File: src/rtl/stis_pkg.sv
// ----------------------------------------------------------------------------
// stis_pkg
// Shared types and codes for the sorted insertion table.
// ----------------------------------------------------------------------------
package stis_pkg;

    // request operation
    typedef enum logic {
        OP_INSERT = 1'b0,
        OP_LOOKUP = 1'b1
    } t_op;

    // result status codes
    localparam logic [1:0] ST_OK        = 2'd0;
    localparam logic [1:0] ST_NOT_FOUND = 2'd1;
    localparam logic [1:0] ST_FULL      = 2'd2;

    // field widths of a result word
    localparam int POS_W   = 6;
    localparam int COUNT_W = 7;
    localparam int VALUE_W = 64;

    // depth of the queue between front and back
    localparam int QUEUE_DEPTH = 2;

    // classified request as it sits in the queue
    typedef struct packed {
        t_op                  op;
        logic [VALUE_W-1:0]   value;
    } t_req;

endpackage

File: src/rtl/stis_in_if.sv
// ----------------------------------------------------------------------------
// stis_in_if
// Request channel: valid/ready with func and value.
// ----------------------------------------------------------------------------
interface stis_in_if;
    logic        valid;
    logic        ready;
    logic        func;
    logic [63:0] value;

    modport source (output valid, output func, output value, input ready);
    modport sink   (input valid, input func, input value, output ready);
endinterface

File: src/rtl/stis_out_if.sv
// ----------------------------------------------------------------------------
// stis_out_if
// Result channel: valid/ready with status, position, count and sum.
// ----------------------------------------------------------------------------
interface stis_out_if;
    logic        valid;
    logic        ready;
    logic [1:0]  status;
    logic [5:0]  position;
    logic [6:0]  entry_count;
    logic [63:0] running_sum;

    modport source (output valid, output status, output position,
                    output entry_count, output running_sum, input ready);
    modport sink   (input valid, input status, input position,
                    input entry_count, input running_sum, output ready);
endinterface

File: src/rtl/stis_ram.sv
// ----------------------------------------------------------------------------
// stis_ram
// Generic single-write, single-read RAM with registered read data.
// ----------------------------------------------------------------------------
module stis_ram #(
    parameter int WIDTH = 64,
    parameter int DEPTH = 64,
    localparam int AW   = (DEPTH > 1) ? $clog2(DEPTH) : 1
) (
    input  logic             i_clk,
    input  logic             i_we,
    input  logic [AW-1:0]    i_waddr,
    input  logic [WIDTH-1:0] i_wdata,
    input  logic [AW-1:0]    i_raddr,
    output logic [WIDTH-1:0] o_rdata
);

    logic [WIDTH-1:0] r_mem [DEPTH];
    logic [WIDTH-1:0] r_rdata;

    always_ff @(posedge i_clk) begin
        if (i_we) begin
            r_mem[i_waddr] <= i_wdata;
        end
        r_rdata <= r_mem[i_raddr];
    end

    assign o_rdata = r_rdata;

endmodule

File: src/rtl/stis_front.sv
// ----------------------------------------------------------------------------
// stis_front
// Accepts request words, decodes the operation and queues them for the back.
// ----------------------------------------------------------------------------
module stis_front (
    input  logic            i_clk,
    input  logic            i_rst_n,
    stis_in_if.sink         i_in,
    output logic            o_q_valid,
    input  logic            i_q_ready,
    output stis_pkg::t_req  o_q_req
);

    localparam int QAW = $clog2(stis_pkg::QUEUE_DEPTH);
    localparam int QCW = $clog2(stis_pkg::QUEUE_DEPTH + 1);

    stis_pkg::t_req r_slot [stis_pkg::QUEUE_DEPTH];
    logic [QAW-1:0] r_wptr, n_wptr;
    logic [QAW-1:0] r_rptr, n_rptr;
    logic [QCW-1:0] r_fill, n_fill;
    logic           push, pop;
    stis_pkg::t_req in_req;

    // decode incoming word
    always_comb begin
        in_req.op    = i_in.func ? stis_pkg::OP_LOOKUP : stis_pkg::OP_INSERT;
        in_req.value = i_in.value;
    end

    assign i_in.ready = (r_fill != QCW'(stis_pkg::QUEUE_DEPTH));
    assign push       = i_in.valid && i_in.ready;
    assign o_q_valid  = (r_fill != '0);
    assign pop        = o_q_valid && i_q_ready;
    assign o_q_req    = r_slot[r_rptr];

    // pointer and fill update
    always_comb begin
        n_wptr = push ? r_wptr + 1'b1 : r_wptr;
        n_rptr = pop  ? r_rptr + 1'b1 : r_rptr;
        n_fill = r_fill;
        if (push && !pop) begin
            n_fill = r_fill + 1'b1;
        end else if (pop && !push) begin
            n_fill = r_fill - 1'b1;
        end
    end

    always_ff @(posedge i_clk) begin
        if (!i_rst_n) begin
            r_wptr <= '0;
            r_rptr <= '0;
            r_fill <= '0;
        end else begin
            r_wptr <= n_wptr;
            r_rptr <= n_rptr;
            r_fill <= n_fill;
        end
        if (push) begin
            r_slot[r_wptr] <= in_req;
        end
    end

endmodule

File: src/rtl/stis_back.sv
// ----------------------------------------------------------------------------
// stis_back
// Executes queued requests against the sorted table and drives results.
// ----------------------------------------------------------------------------
module stis_back #(
    parameter int CAPACITY = 64
) (
    input  logic            i_clk,
    input  logic            i_rst_n,
    input  logic            i_q_valid,
    output logic            o_q_ready,
    input  stis_pkg::t_req  i_q_req,
    stis_out_if.source      o_out
);

    localparam int AW = $clog2(CAPACITY);
    localparam int CW = $clog2(CAPACITY + 1);
    localparam logic [CW-1:0] CAP_C = CW'(CAPACITY);

    typedef enum logic [2:0] {
        S_IDLE,
        S_RD,
        S_CMP,
        S_PUT,
        S_OUT
    } t_state;

    t_state                           r_state, n_state;
    stis_pkg::t_req                   r_req, n_req;
    logic [AW-1:0]                    r_idx, n_idx;
    logic [AW-1:0]                    r_raddr, n_raddr;
    logic [CW-1:0]                    r_count, n_count;
    logic [stis_pkg::VALUE_W-1:0]     r_sum, n_sum;
    logic [1:0]                       r_res_status, n_res_status;
    logic [stis_pkg::POS_W-1:0]       r_res_pos, n_res_pos;
    logic                             r_ovalid, n_ovalid;
    logic [1:0]                       r_ostatus, n_ostatus;
    logic [stis_pkg::POS_W-1:0]       r_opos, n_opos;
    logic [stis_pkg::COUNT_W-1:0]     r_ocount, n_ocount;
    logic [stis_pkg::VALUE_W-1:0]     r_osum, n_osum;

    logic                             we;
    logic [AW-1:0]                    waddr;
    logic [stis_pkg::VALUE_W-1:0]     wdata;
    logic [stis_pkg::VALUE_W-1:0]     rdata;

    stis_ram #(
        .WIDTH (stis_pkg::VALUE_W),
        .DEPTH (CAPACITY)
    ) u_ram (
        .i_clk   (i_clk),
        .i_we    (we),
        .i_waddr (waddr),
        .i_wdata (wdata),
        .i_raddr (r_raddr),
        .o_rdata (rdata)
    );

    assign o_q_ready = (r_state == S_IDLE);

    // sequencer: inserts shift from the top down, lookups scan from the bottom
    always_comb begin
        n_state      = r_state;
        n_req        = r_req;
        n_idx        = r_idx;
        n_raddr      = r_raddr;
        n_count      = r_count;
        n_sum        = r_sum;
        n_res_status = r_res_status;
        n_res_pos    = r_res_pos;
        n_ovalid     = r_ovalid;
        n_ostatus    = r_ostatus;
        n_opos       = r_opos;
        n_ocount     = r_ocount;
        n_osum       = r_osum;
        we           = 1'b0;
        waddr        = r_idx;
        wdata        = r_req.value;

        if (r_ovalid && o_out.ready) begin
            n_ovalid = 1'b0;
        end

        case (r_state)
            S_IDLE: begin
                if (i_q_valid) begin
                    n_req     = i_q_req;
                    n_res_pos = '0;
                    if (i_q_req.op == stis_pkg::OP_INSERT) begin
                        n_res_status = stis_pkg::ST_OK;
                        if (r_count == CAP_C) begin
                            n_res_status = stis_pkg::ST_FULL;
                            n_state      = S_OUT;
                        end else if (r_count == '0) begin
                            we      = 1'b1;
                            waddr   = '0;
                            wdata   = i_q_req.value;
                            n_count = r_count + 1'b1;
                            n_sum   = r_sum + i_q_req.value;
                            n_state = S_OUT;
                        end else begin
                            n_idx   = r_count[AW-1:0];
                            n_raddr = r_count[AW-1:0] - 1'b1;
                            n_state = S_RD;
                        end
                    end else begin
                        n_res_status = stis_pkg::ST_NOT_FOUND;
                        if (r_count == '0) begin
                            n_state = S_OUT;
                        end else begin
                            n_idx   = '0;
                            n_raddr = '0;
                            n_state = S_RD;
                        end
                    end
                end
            end
            S_RD: begin
                // RAM captures the address this cycle
                n_state = S_CMP;
            end
            S_CMP: begin
                if (r_req.op == stis_pkg::OP_INSERT) begin
                    if (rdata > r_req.value) begin
                        // move the larger entry up one place
                        we    = 1'b1;
                        waddr = r_idx;
                        wdata = rdata;
                        n_idx = r_idx - 1'b1;
                        if (r_idx == AW'(1)) begin
                            n_state = S_PUT;
                        end else begin
                            n_raddr = r_idx - AW'(2);
                            n_state = S_RD;
                        end
                    end else begin
                        we      = 1'b1;
                        waddr   = r_idx;
                        wdata   = r_req.value;
                        n_count = r_count + 1'b1;
                        n_sum   = r_sum + r_req.value;
                        n_state = S_OUT;
                    end
                end else begin
                    if (rdata == r_req.value) begin
                        n_res_status = stis_pkg::ST_OK;
                        n_res_pos    = stis_pkg::POS_W'(r_idx);
                        n_state      = S_OUT;
                    end else if (rdata > r_req.value ||
                                 CW'(r_idx) + 1'b1 == r_count) begin
                        n_state = S_OUT;
                    end else begin
                        n_idx   = r_idx + 1'b1;
                        n_raddr = r_idx + 1'b1;
                        n_state = S_RD;
                    end
                end
            end
            S_PUT: begin
                // new value is the smallest: goes in at the bottom
                we      = 1'b1;
                waddr   = '0;
                wdata   = r_req.value;
                n_count = r_count + 1'b1;
                n_sum   = r_sum + r_req.value;
                n_state = S_OUT;
            end
            S_OUT: begin
                if (!r_ovalid || o_out.ready) begin
                    n_ovalid  = 1'b1;
                    n_ostatus = r_res_status;
                    n_opos    = r_res_pos;
                    n_ocount  = stis_pkg::COUNT_W'(r_count);
                    n_osum    = r_sum;
                    n_state   = S_IDLE;
                end
            end
            default: begin
                n_state = S_IDLE;
            end
        endcase
    end

    always_ff @(posedge i_clk) begin
        if (!i_rst_n) begin
            r_state  <= S_IDLE;
            r_count  <= '0;
            r_sum    <= '0;
            r_ovalid <= 1'b0;
        end else begin
            r_state  <= n_state;
            r_count  <= n_count;
            r_sum    <= n_sum;
            r_ovalid <= n_ovalid;
        end
        r_req        <= n_req;
        r_idx        <= n_idx;
        r_raddr      <= n_raddr;
        r_res_status <= n_res_status;
        r_res_pos    <= n_res_pos;
        r_ostatus    <= n_ostatus;
        r_opos       <= n_opos;
        r_ocount     <= n_ocount;
        r_osum       <= n_osum;
    end

    assign o_out.valid       = r_ovalid;
    assign o_out.status      = r_ostatus;
    assign o_out.position    = r_opos;
    assign o_out.entry_count = r_ocount;
    assign o_out.running_sum = r_osum;

endmodule

File: src/rtl/sorted_table_insert_rank_sum_top.sv
// ----------------------------------------------------------------------------
// sorted_table_insert_rank_sum_top
// Sorted table of 64-bit values with insert, lookup and running sum.
// ----------------------------------------------------------------------------
// Request words are queued two deep by the front end and executed one at a
// time by the back end against a single-port-read table RAM of CAPACITY
// entries. Every request returns one result word. An insert scans down from
// the top, moving each larger entry up one place, and writes its value in the
// gap, or at the bottom when it is smaller than every stored entry. A lookup
// scans up from the bottom until it hits, passes its value or ends the table.
// A full-table reject or a request on an empty table needs no scan. Each scan
// step is a registered RAM read and the compare behind it. The table needs no
// clearing after reset: only entries below the stored count are read.
module sorted_table_insert_rank_sum_top #(
    parameter int CAPACITY = 64
) (
    input  logic        i_clk,
    input  logic        i_rst_n,
    stis_in_if.sink     i_in,
    stis_out_if.source  o_out
);

    localparam logic [stis_pkg::COUNT_W-1:0] CAP_FIELD =
        stis_pkg::COUNT_W'(CAPACITY);

    logic           q_valid;
    logic           q_ready;
    stis_pkg::t_req q_req;

    stis_front u_front (
        .i_clk     (i_clk),
        .i_rst_n   (i_rst_n),
        .i_in      (i_in),
        .o_q_valid (q_valid),
        .i_q_ready (q_ready),
        .o_q_req   (q_req)
    );

    stis_back #(
        .CAPACITY (CAPACITY)
    ) u_back (
        .i_clk     (i_clk),
        .i_rst_n   (i_rst_n),
        .i_q_valid (q_valid),
        .o_q_ready (q_ready),
        .i_q_req   (q_req),
        .o_out     (o_out)
    );

`ifndef SYNTHESIS
    // only the three defined status codes leave the block
    a_status_code: assert property (@(posedge i_clk) disable iff (!i_rst_n)
        o_out.valid |-> (o_out.status == stis_pkg::ST_OK ||
                         o_out.status == stis_pkg::ST_NOT_FOUND ||
                         o_out.status == stis_pkg::ST_FULL))
        else $error("undefined result status");

    // position is zero on every result whose status is not OK
    a_pos_zero: assert property (@(posedge i_clk) disable iff (!i_rst_n)
        (o_out.valid && o_out.status != stis_pkg::ST_OK) |-> o_out.position == '0)
        else $error("non-zero position on miss or reject");

    // a full reject only happens with the table at capacity
    a_full_count: assert property (@(posedge i_clk) disable iff (!i_rst_n)
        (o_out.valid && o_out.status == stis_pkg::ST_FULL) |->
            o_out.entry_count == CAP_FIELD)
        else $error("full reject below capacity");
`endif

endmodule
File: src/flat_wrapper.sv
// flat-port wrapper written by rule: the top's interface ports become plain ports
module sorted_table_insert_rank_sum_top_flat 
#(
    parameter int CAPACITY = 64
)
  (i_clk, i_rst_n, i_in_valid, i_in_func, i_in_value, i_in_ready, o_out_valid, o_out_status, o_out_position, o_out_entry_count, o_out_running_sum, o_out_ready);
  stis_in_if i_in_i ();
  stis_out_if o_out_i ();
  input  logic i_clk;
  input  logic i_rst_n;
  input wire logic [$bits(i_in_i.valid)-1:0] i_in_valid;
  input wire logic [$bits(i_in_i.func)-1:0] i_in_func;
  input wire logic [$bits(i_in_i.value)-1:0] i_in_value;
  output wire logic [$bits(i_in_i.ready)-1:0] i_in_ready;
  output wire logic [$bits(o_out_i.valid)-1:0] o_out_valid;
  output wire logic [$bits(o_out_i.status)-1:0] o_out_status;
  output wire logic [$bits(o_out_i.position)-1:0] o_out_position;
  output wire logic [$bits(o_out_i.entry_count)-1:0] o_out_entry_count;
  output wire logic [$bits(o_out_i.running_sum)-1:0] o_out_running_sum;
  input wire logic [$bits(o_out_i.ready)-1:0] o_out_ready;
  assign i_in_i.valid = i_in_valid;
  assign i_in_i.func = i_in_func;
  assign i_in_i.value = i_in_value;
  assign i_in_ready = i_in_i.ready;
  assign o_out_valid = o_out_i.valid;
  assign o_out_status = o_out_i.status;
  assign o_out_position = o_out_i.position;
  assign o_out_entry_count = o_out_i.entry_count;
  assign o_out_running_sum = o_out_i.running_sum;
  assign o_out_i.ready = o_out_ready;
  sorted_table_insert_rank_sum_top #(.CAPACITY(CAPACITY)) u_core (.i_clk(i_clk), .i_rst_n(i_rst_n), .i_in(i_in_i), .o_out(o_out_i));
endmodule
File: config.mk
export PLATFORM = sky130hd
export DESIGN_NAME = sorted_table_insert_rank_sum_top_flat
export DESIGN_NICKNAME = d
export VERILOG_FILES = /design/src/rtl/stis_pkg.sv /design/src/rtl/stis_in_if.sv /design/src/rtl/stis_out_if.sv /design/src/rtl/stis_ram.sv /design/src/rtl/stis_front.sv /design/src/rtl/stis_back.sv /design/src/rtl/sorted_table_insert_rank_sum_top.sv /design/src/flat_wrapper.sv
export SDC_FILE = /design/constraint.sdc
export NUM_CORES = 2
export LEC_CHECK = 0
export BUFFER_PORTS_ARGS = -buffer_cell sky130_fd_sc_hd__buf_2
export CORE_AREA = 2 2 610 612
export DETAILED_ROUTE_END_ITERATION = 10
export DIE_AREA = 0 0 612 614
export PLACE_DENSITY = 0.6
export SLEW_MARGIN = 25
export SYNTH_ARGS = -nofsm -noshare
export SYNTH_HDL_FRONTEND = slang
export SYNTH_MEMORY_MAX_BITS = 65536
export SYNTH_SLANG_ARGS = --single-unit
File: constraint.sdc
create_clock -name i_clk -period 6.6 [get_ports i_clk]
set_clock_uncertainty 0.2 [all_clocks]
set_input_delay 1.32 -clock i_clk [delete_from_list [all_inputs] [get_ports i_clk]]
set_output_delay 1.32 -clock i_clk [all_outputs]
set_load 0.05 [all_outputs]
Word level (Yosys, flattened, before mapping):

Memories as Yosys holds them, arrays and structs flattened. A register that Yosys moved wholly into a read port is not among the register bits.
Index checks and enable logic that the tools add are counted.

* register bits after elaboration: 243
* RAM bits: 4226
* word-level logic and storage cells: 162
* input bits: 69
* memories kept: 2
* output and inout port bits: 81

* magnitude comparators: 1
* eq/ne operators: 24
* $add $sub $neg: 12
* reduce and logical (&&, ||, !) cells: 23
* muxes and demuxes: 83

Memory list
* u_core.u_back.u_ram.r_mem: depth 64, width 64, rd ports 1, clocked after memory_dff 1, wr ports 1, RTL line stis_ram.sv:18 `logic [WIDTH-1:0] r_mem [DEPTH];`
* u_core.u_front.r_slot: depth 2, width 65, rd ports 1, clocked after memory_dff 1, wr ports 1, RTL line stis_front.sv:17 `stis_pkg::t_req r_slot [stis_pkg::QUEUE_DEPTH];`

Operators with widths (count)
* $mux W64: 12
* $pmux W64 S3: 1
* $mux W6: 23
* $add A64 B64 Y64: 2
* $pmux W64 S2: 1
* $eq A64 B64 Y1: 1
* $gt A64 B64 Y1: 1
* $pmux W6 S2: 4
* $mux W7: 6
* $mux W3: 9
* $ne A2 B2 Y1 const B: 11
* $pmux W7 S3: 1
* $mux W2: 8
* $mux W1: 15
* $ne A3 B3 Y1 const B: 5
* $pmux W3 S5: 1
* $reduce_and A7 Y1: 2
* $sub A6 B1 Y6 const B: 2
* $reduce_and A8 Y1: 1
* $add A6 B1 Y7 const B: 1
* $add A7 B1 Y7 const B: 1
* $eq A7 B7 Y1: 1
* $eq A7 B7 Y1 const B: 1
* $logic_not A7 Y1: 1
* other kinds (19): 32

Depth between registers and ports, before layout:

* depth after elaboration: 8
* depth in mapped cells: 18
* mapped depth without buffers: 15

Modules after synthesis:

Synthesis repeated with hierarchy kept, for this count alone.

* cell total of the unflattened synthesis: 8637
* area, all modules: 177966.9 µm²

Modules (own cells, without submodules)
* stis_ram: cells an instance 6812, times used 1, area each 156888.0 µm², sequential area each 124279.2 µm²
* stis_back: cells an instance 1599, times used 1, area each 16153.0 µm², sequential area each 6426.2 µm²
* stis_front: cells an instance 226, times used 1, area each 4926.0 µm², sequential area each 4003.8 µm²

Worst setup path after synthesis:

OpenSTA, ideal clock, no wires.

* kind: input-to-reg
* start: input port o_out_ready
* end: register u_core.u_back.r_ocount (netlist bit u_core.u_back.o_out.entry_count[0]) (enable)
* data arrival time: 4693 ps
* buffers on the path: 0
* data required time: 5883 ps
* stages: 2
* slack: 1190 ps
* setup time: 517 ps
* cell sequence: nor2b_1 nor2_1

* cells in the longest elaborated chain, start to end: 2

RTL lines
* from (decl): RTL line flat_wrapper.sv:20 `input wire logic [$bits(o_out_i.ready)-1:0] o_out_ready;`
* $logic_or A1 B1 Y1: RTL line stis_back.sv:169 `if (!r_ovalid || o_out.ready) begin`
* $reduce_and A2 Y1 (no line)
* to (signal assigned): RTL line stis_back.sv:203 `r_ocount <= n_ocount;`
* to (decl): RTL line stis_back.sv:39 `logic [stis_pkg::COUNT_W-1:0] r_ocount, n_ocount;`

Every way passes these cells.
A chain may end at the register's enable or synchronous reset.

Worst setup path in the final report:

* start: register u_core.u_back.r_req[61] in the netlist's numbering
* end: memory u_core.u_back.u_ram.r_mem[9][34] (data pin)

* cells in the longest elaborated chain, start to end: 4

RTL lines
* from (decl): RTL line stis_back.sv:29 `stis_pkg::t_req r_req, n_req;`
* from (signal assigned): RTL line stis_back.sv:196 `r_req <= n_req;`
* $gt A64 B64 Y1: RTL line stis_back.sv:124 `if (rdata > r_req.value) begin`
* $mux W64: RTL line stis_back.sv:124
* $mux W64: RTL line stis_back.sv:123 `if (r_req.op == stis_pkg::OP_INSERT) begin`
* $pmux W64 S2: RTL line stis_back.sv:84 `case (r_state)`
* net u_core.u_back.u_ram.i_wdata[34]: RTL line stis_ram.sv:13 `input logic [WIDTH-1:0] i_wdata,`
* to (decl): RTL line stis_ram.sv:18

The timed path passes the listed nets, and every way through them passes these cells.

==> impl_metrics.env <==
export IMPL_clk_pin_slew_ns=0.06
export IMPL_finalNetCount=8607
export IMPL_rr_worst_depth=13
export IMPL_synth_top_area_frac=0.746
export IMPL_core_sq_um=370000
export IMPL_cts_buffers=452
export IMPL_power_mw=84.5
export IMPL_synth_flop_cell="edfxtp_1"
export IMPL_via_per_inst=6.52
export IMPL_cts_sinks=4534
export IMPL_cts_root_buf="clkbuf_16"
export IMPL_std_cell_rows=224
export IMPL_detailed_place_hpwl_um=284000
export IMPL_outcome="finished clean"
export IMPL_dp_cells=12900
export IMPL_worst_r2r_endpoint="u_core.u_back.u_ram.r_mem[9][34]"
export IMPL_grt_util_all_layers=0.288
export IMPL_fmax_ghz=0.164
export IMPL_die_w_um=612
export IMPL_fin_cells=13800
export IMPL_setup_violations_final=0
export IMPL_synth_warnings=0
export IMPL_avgSynthCellArea_sq_um=22.6
export IMPL_r2r_start="u_core.u_back.r_req[61]"
export IMPL_drv_slew=0
export IMPL_async_reset_ff_frac=0
export IMPL_timing_final_crit_share=0.923
export IMPL_drive_gt1_frac=0.304
export IMPL_tightest_slew_ns=1.15
export IMPL_endpoint="u_core.u_back.u_ram.r_mem[9][34]"
export IMPL_detail_route_antenna_nets=0
export IMPL_synth_cell_types=82
export IMPL_placed_area_sq_um=188000
export IMPL_syn_to_final_growth_pct=14.7
export IMPL_setup_tns_final_ns=0
export IMPL_rsz0062_at_grt="no"
export IMPL_cts_resized=0
export IMPL_reg2reg_slack_ns=0.51
export IMPL_ys_seq_area_frac=0.762
export IMPL_design_area_sq_um=203000
export IMPL_dieHeight_um=614
export IMPL_hold_buffers=0
export IMPL_arrival_ns=6.58
export IMPL_grt_max_degree=136
export IMPL_multi_input_area_sq_um=41300
export IMPL_dieArea_sq_um=376000
export IMPL_grt_pass1_wl_um=735000
export IMPL_ys_ff_latch=4534
export IMPL_synth_area_leader_cell="edfxtp_1"
export IMPL_register_area_sq_um=135000
export IMPL_ir_drop_v=0.000295
export IMPL_drt_iter0_markers=14200
export IMPL_critPathLaunchType="register"
export IMPL_cts_tree="yes"
export IMPL_numPortBuffers=149
export IMPL_syn_num_nets=8040
export IMPL_layout_min_cycle_time_ns=6.09
export IMPL_drt_first_pass_iters=5
export IMPL_clk_latency_ns=1.00
export IMPL_synthCells=7832
export IMPL_route_vias_total=89800
export IMPL_power_density_nw_per_um2=417
export IMPL_dpl_worst_slack_ns=0.822
export IMPL_setup_worst_path_start="u_core.u_back.r_req[61]"
export IMPL_postCtsSetupBuffers=0
export IMPL_hold_violations=0
export IMPL_grt_pass1_vias=87300
export IMPL_path_max_fanout=64
export IMPL_grt_overflow_total=0
export IMPL_start_util=0.477
export IMPL_p_leak_nw=64.5
export IMPL_htreeDepth=5
export IMPL_synth_area_leaders="edfxtp_1 (75%), mux4_2 (17%), dfxtp_1 (1.6%)"
export IMPL_hp_class="reg2reg"
export IMPL_setup_slack_ns=0.508
export IMPL_max_cap_violations=0
export IMPL_slew_headroom=0.236
export IMPL_synth_enable_flop_cells=4390
export IMPL_wl_per_cell_um=39.5
export IMPL_cp_required_ns=7.08
export IMPL_critPathKind="reg2reg"
export IMPL_wirelength_um=544000
export IMPL_fillCellCount=27500
export IMPL_antenna_found_initial=33
export IMPL_drt_drc_violations_left=0
export IMPL_io_pin_count=150
export IMPL_cts_buffer_depth=4
export IMPL_gp_congestion=0.931
export IMPL_cp_end_kind="register"
export IMPL_synth_area_sq_um=177000
[critical path: stages, from the launching register on]
cell      delay [ns]
edfxtp_1        0.43
inv_1           0.12
ha_1            0.31
nand4_1         0.25
nor4_1          0.35
buf_4           0.24
and2_1          0.65
nand3_1         0.55
o211ai_1        0.75
and2_1          0.30
nand2_4         0.32
buf_12          0.35
a31oi_4         0.33
buf_4           0.53
[flip-flops by register name, indices dropped and copies added, names as in the netlist, 6 cells and up, named ones only]
name / count
u_core.u_back.u_ram.r_mem: 4096
u_core.u_front.r_slot: 130
u_core.u_back.r_req: 65
u_core.u_back.o_out.running_sum: 64
u_core.u_back.r_sum: 64
u_core.u_back.u_ram.o_rdata: 64
u_core.u_back.o_out.entry_count: 7
u_core.u_back.r_count: 7
u_core.u_back.o_out.position: 6
u_core.u_back.r_idx: 6
u_core.u_back.r_raddr: 6
u_core.u_back.r_res_pos: 6
[stage by stage]
step           utilization  hold WS, ns
4_1_cts              0.548        0.257
2_1_floorplan            -        0.200
3_5_place_dp         0.507        0.238
6_report             0.548        0.271
3_3_place_gp         0.507        0.219
5_1_grt              0.548        0.266
[power by group]
group          internal, mW  switching (mW)  total (mW)
Sequential             39.1           0.956        40.0
Clock                  15.0            11.0        26.0
Combinational          5.94            12.6        18.6
[synthesized netlist by cell type, drive strengths merged (21+ instances only)]
cell    instances
inv           158
nand2          98
and2           22
mux4         1344
mux2i         114
a21o           76
a21oi         157
clkbuf        291
a31oi          74
xor2           32
buf           112
o21ai          43
nor2          195
dfxtp         144
edfxtp       4390
nand4          38
o22ai          76
nor3           21
nand3          33
ha            138
nor2b          61
xnor2          50
[cell type report]
class                           count  area share
Sequential cell                  4534       0.664
Antenna cell                       16    0.000197
Clock buffer                      591      0.0607
Tap cell                         4972      0.0307
Inverter                          158     0.00297
Multi-Input combinational cell   2737       0.204
Timing Repair Buffer              516      0.0243
Clock inverter                    254      0.0131
[how the worst min path moves through the flow]
stage                                 endpoint                  startpoint  depth (start not counted)
4_1_cts           u_core.u_front.r_slot[0][59]              i_in_value[59]                          1
2_1_floorplan  u_core.u_back.o_out.position[0]  u_core.u_back.r_res_pos[0]                          0
5_1_grt        u_core.u_back.o_out.position[1]  u_core.u_back.r_res_pos[1]                          0
3_3_place_gp   u_core.u_back.o_out.position[1]  u_core.u_back.r_res_pos[1]                          0
6_report       u_core.u_back.o_out.position[1]  u_core.u_back.r_res_pos[1]                          0
3_5_place_dp   u_core.u_back.o_out.position[1]  u_core.u_back.r_res_pos[1]                          0
[cell usage in the layout (no fill, tap or decap), types with 97 or more instances in the layout]
cell / instances
edfxtp_1: 4390
mux4_2: 1344
clkbuf_16: 462
buf_4: 250
inv_1: 156
a21oi_1: 155
buf_2: 149
dfxtp_1: 143
ha_1: 138
nor2_1: 129
mux2i_1: 114
buf_12: 104
clkbuf_1: 102
nand2_1: 97
[cell families (layout without fill, tap and decap cells)]
| group | Yosys count | count (layout) | share of synthesized area |
|---|---|---|---|
| flip-flops | 4534 | 4534 | 0.762 |
| AND/OR/NAND/NOR | 529 | 529 | 0.0146 |
| other | 0 | 16 | 0 |
| buffers and inverters | 561 | 1519 | 0.0124 |
| XOR/XNOR | 82 | 82 | 0.00406 |
| multiplexers | 1459 | 1459 | 0.178 |
| adder cells (fa/ha/maj) | 139 | 139 | 0.00988 |
| AO/OA/AOI/OAI | 528 | 528 | 0.0191 |
[per-layer routing]
| layer | vias to the layer above | wire [um] | global-route usage |
|---|---|---|---|
| li1 | 34400 | - | - |
| met1 | 48900 | 211000 | 0.407 |
| met2 | 5526 | 260000 | 0.459 |
| met3 | 866 | 54200 | 0.0522 |
| met4 | 6 | 18500 | 0.0907 |
| met5 | - | 39 | 0 |
No activity file was read; power rests on OpenSTA's default activity.
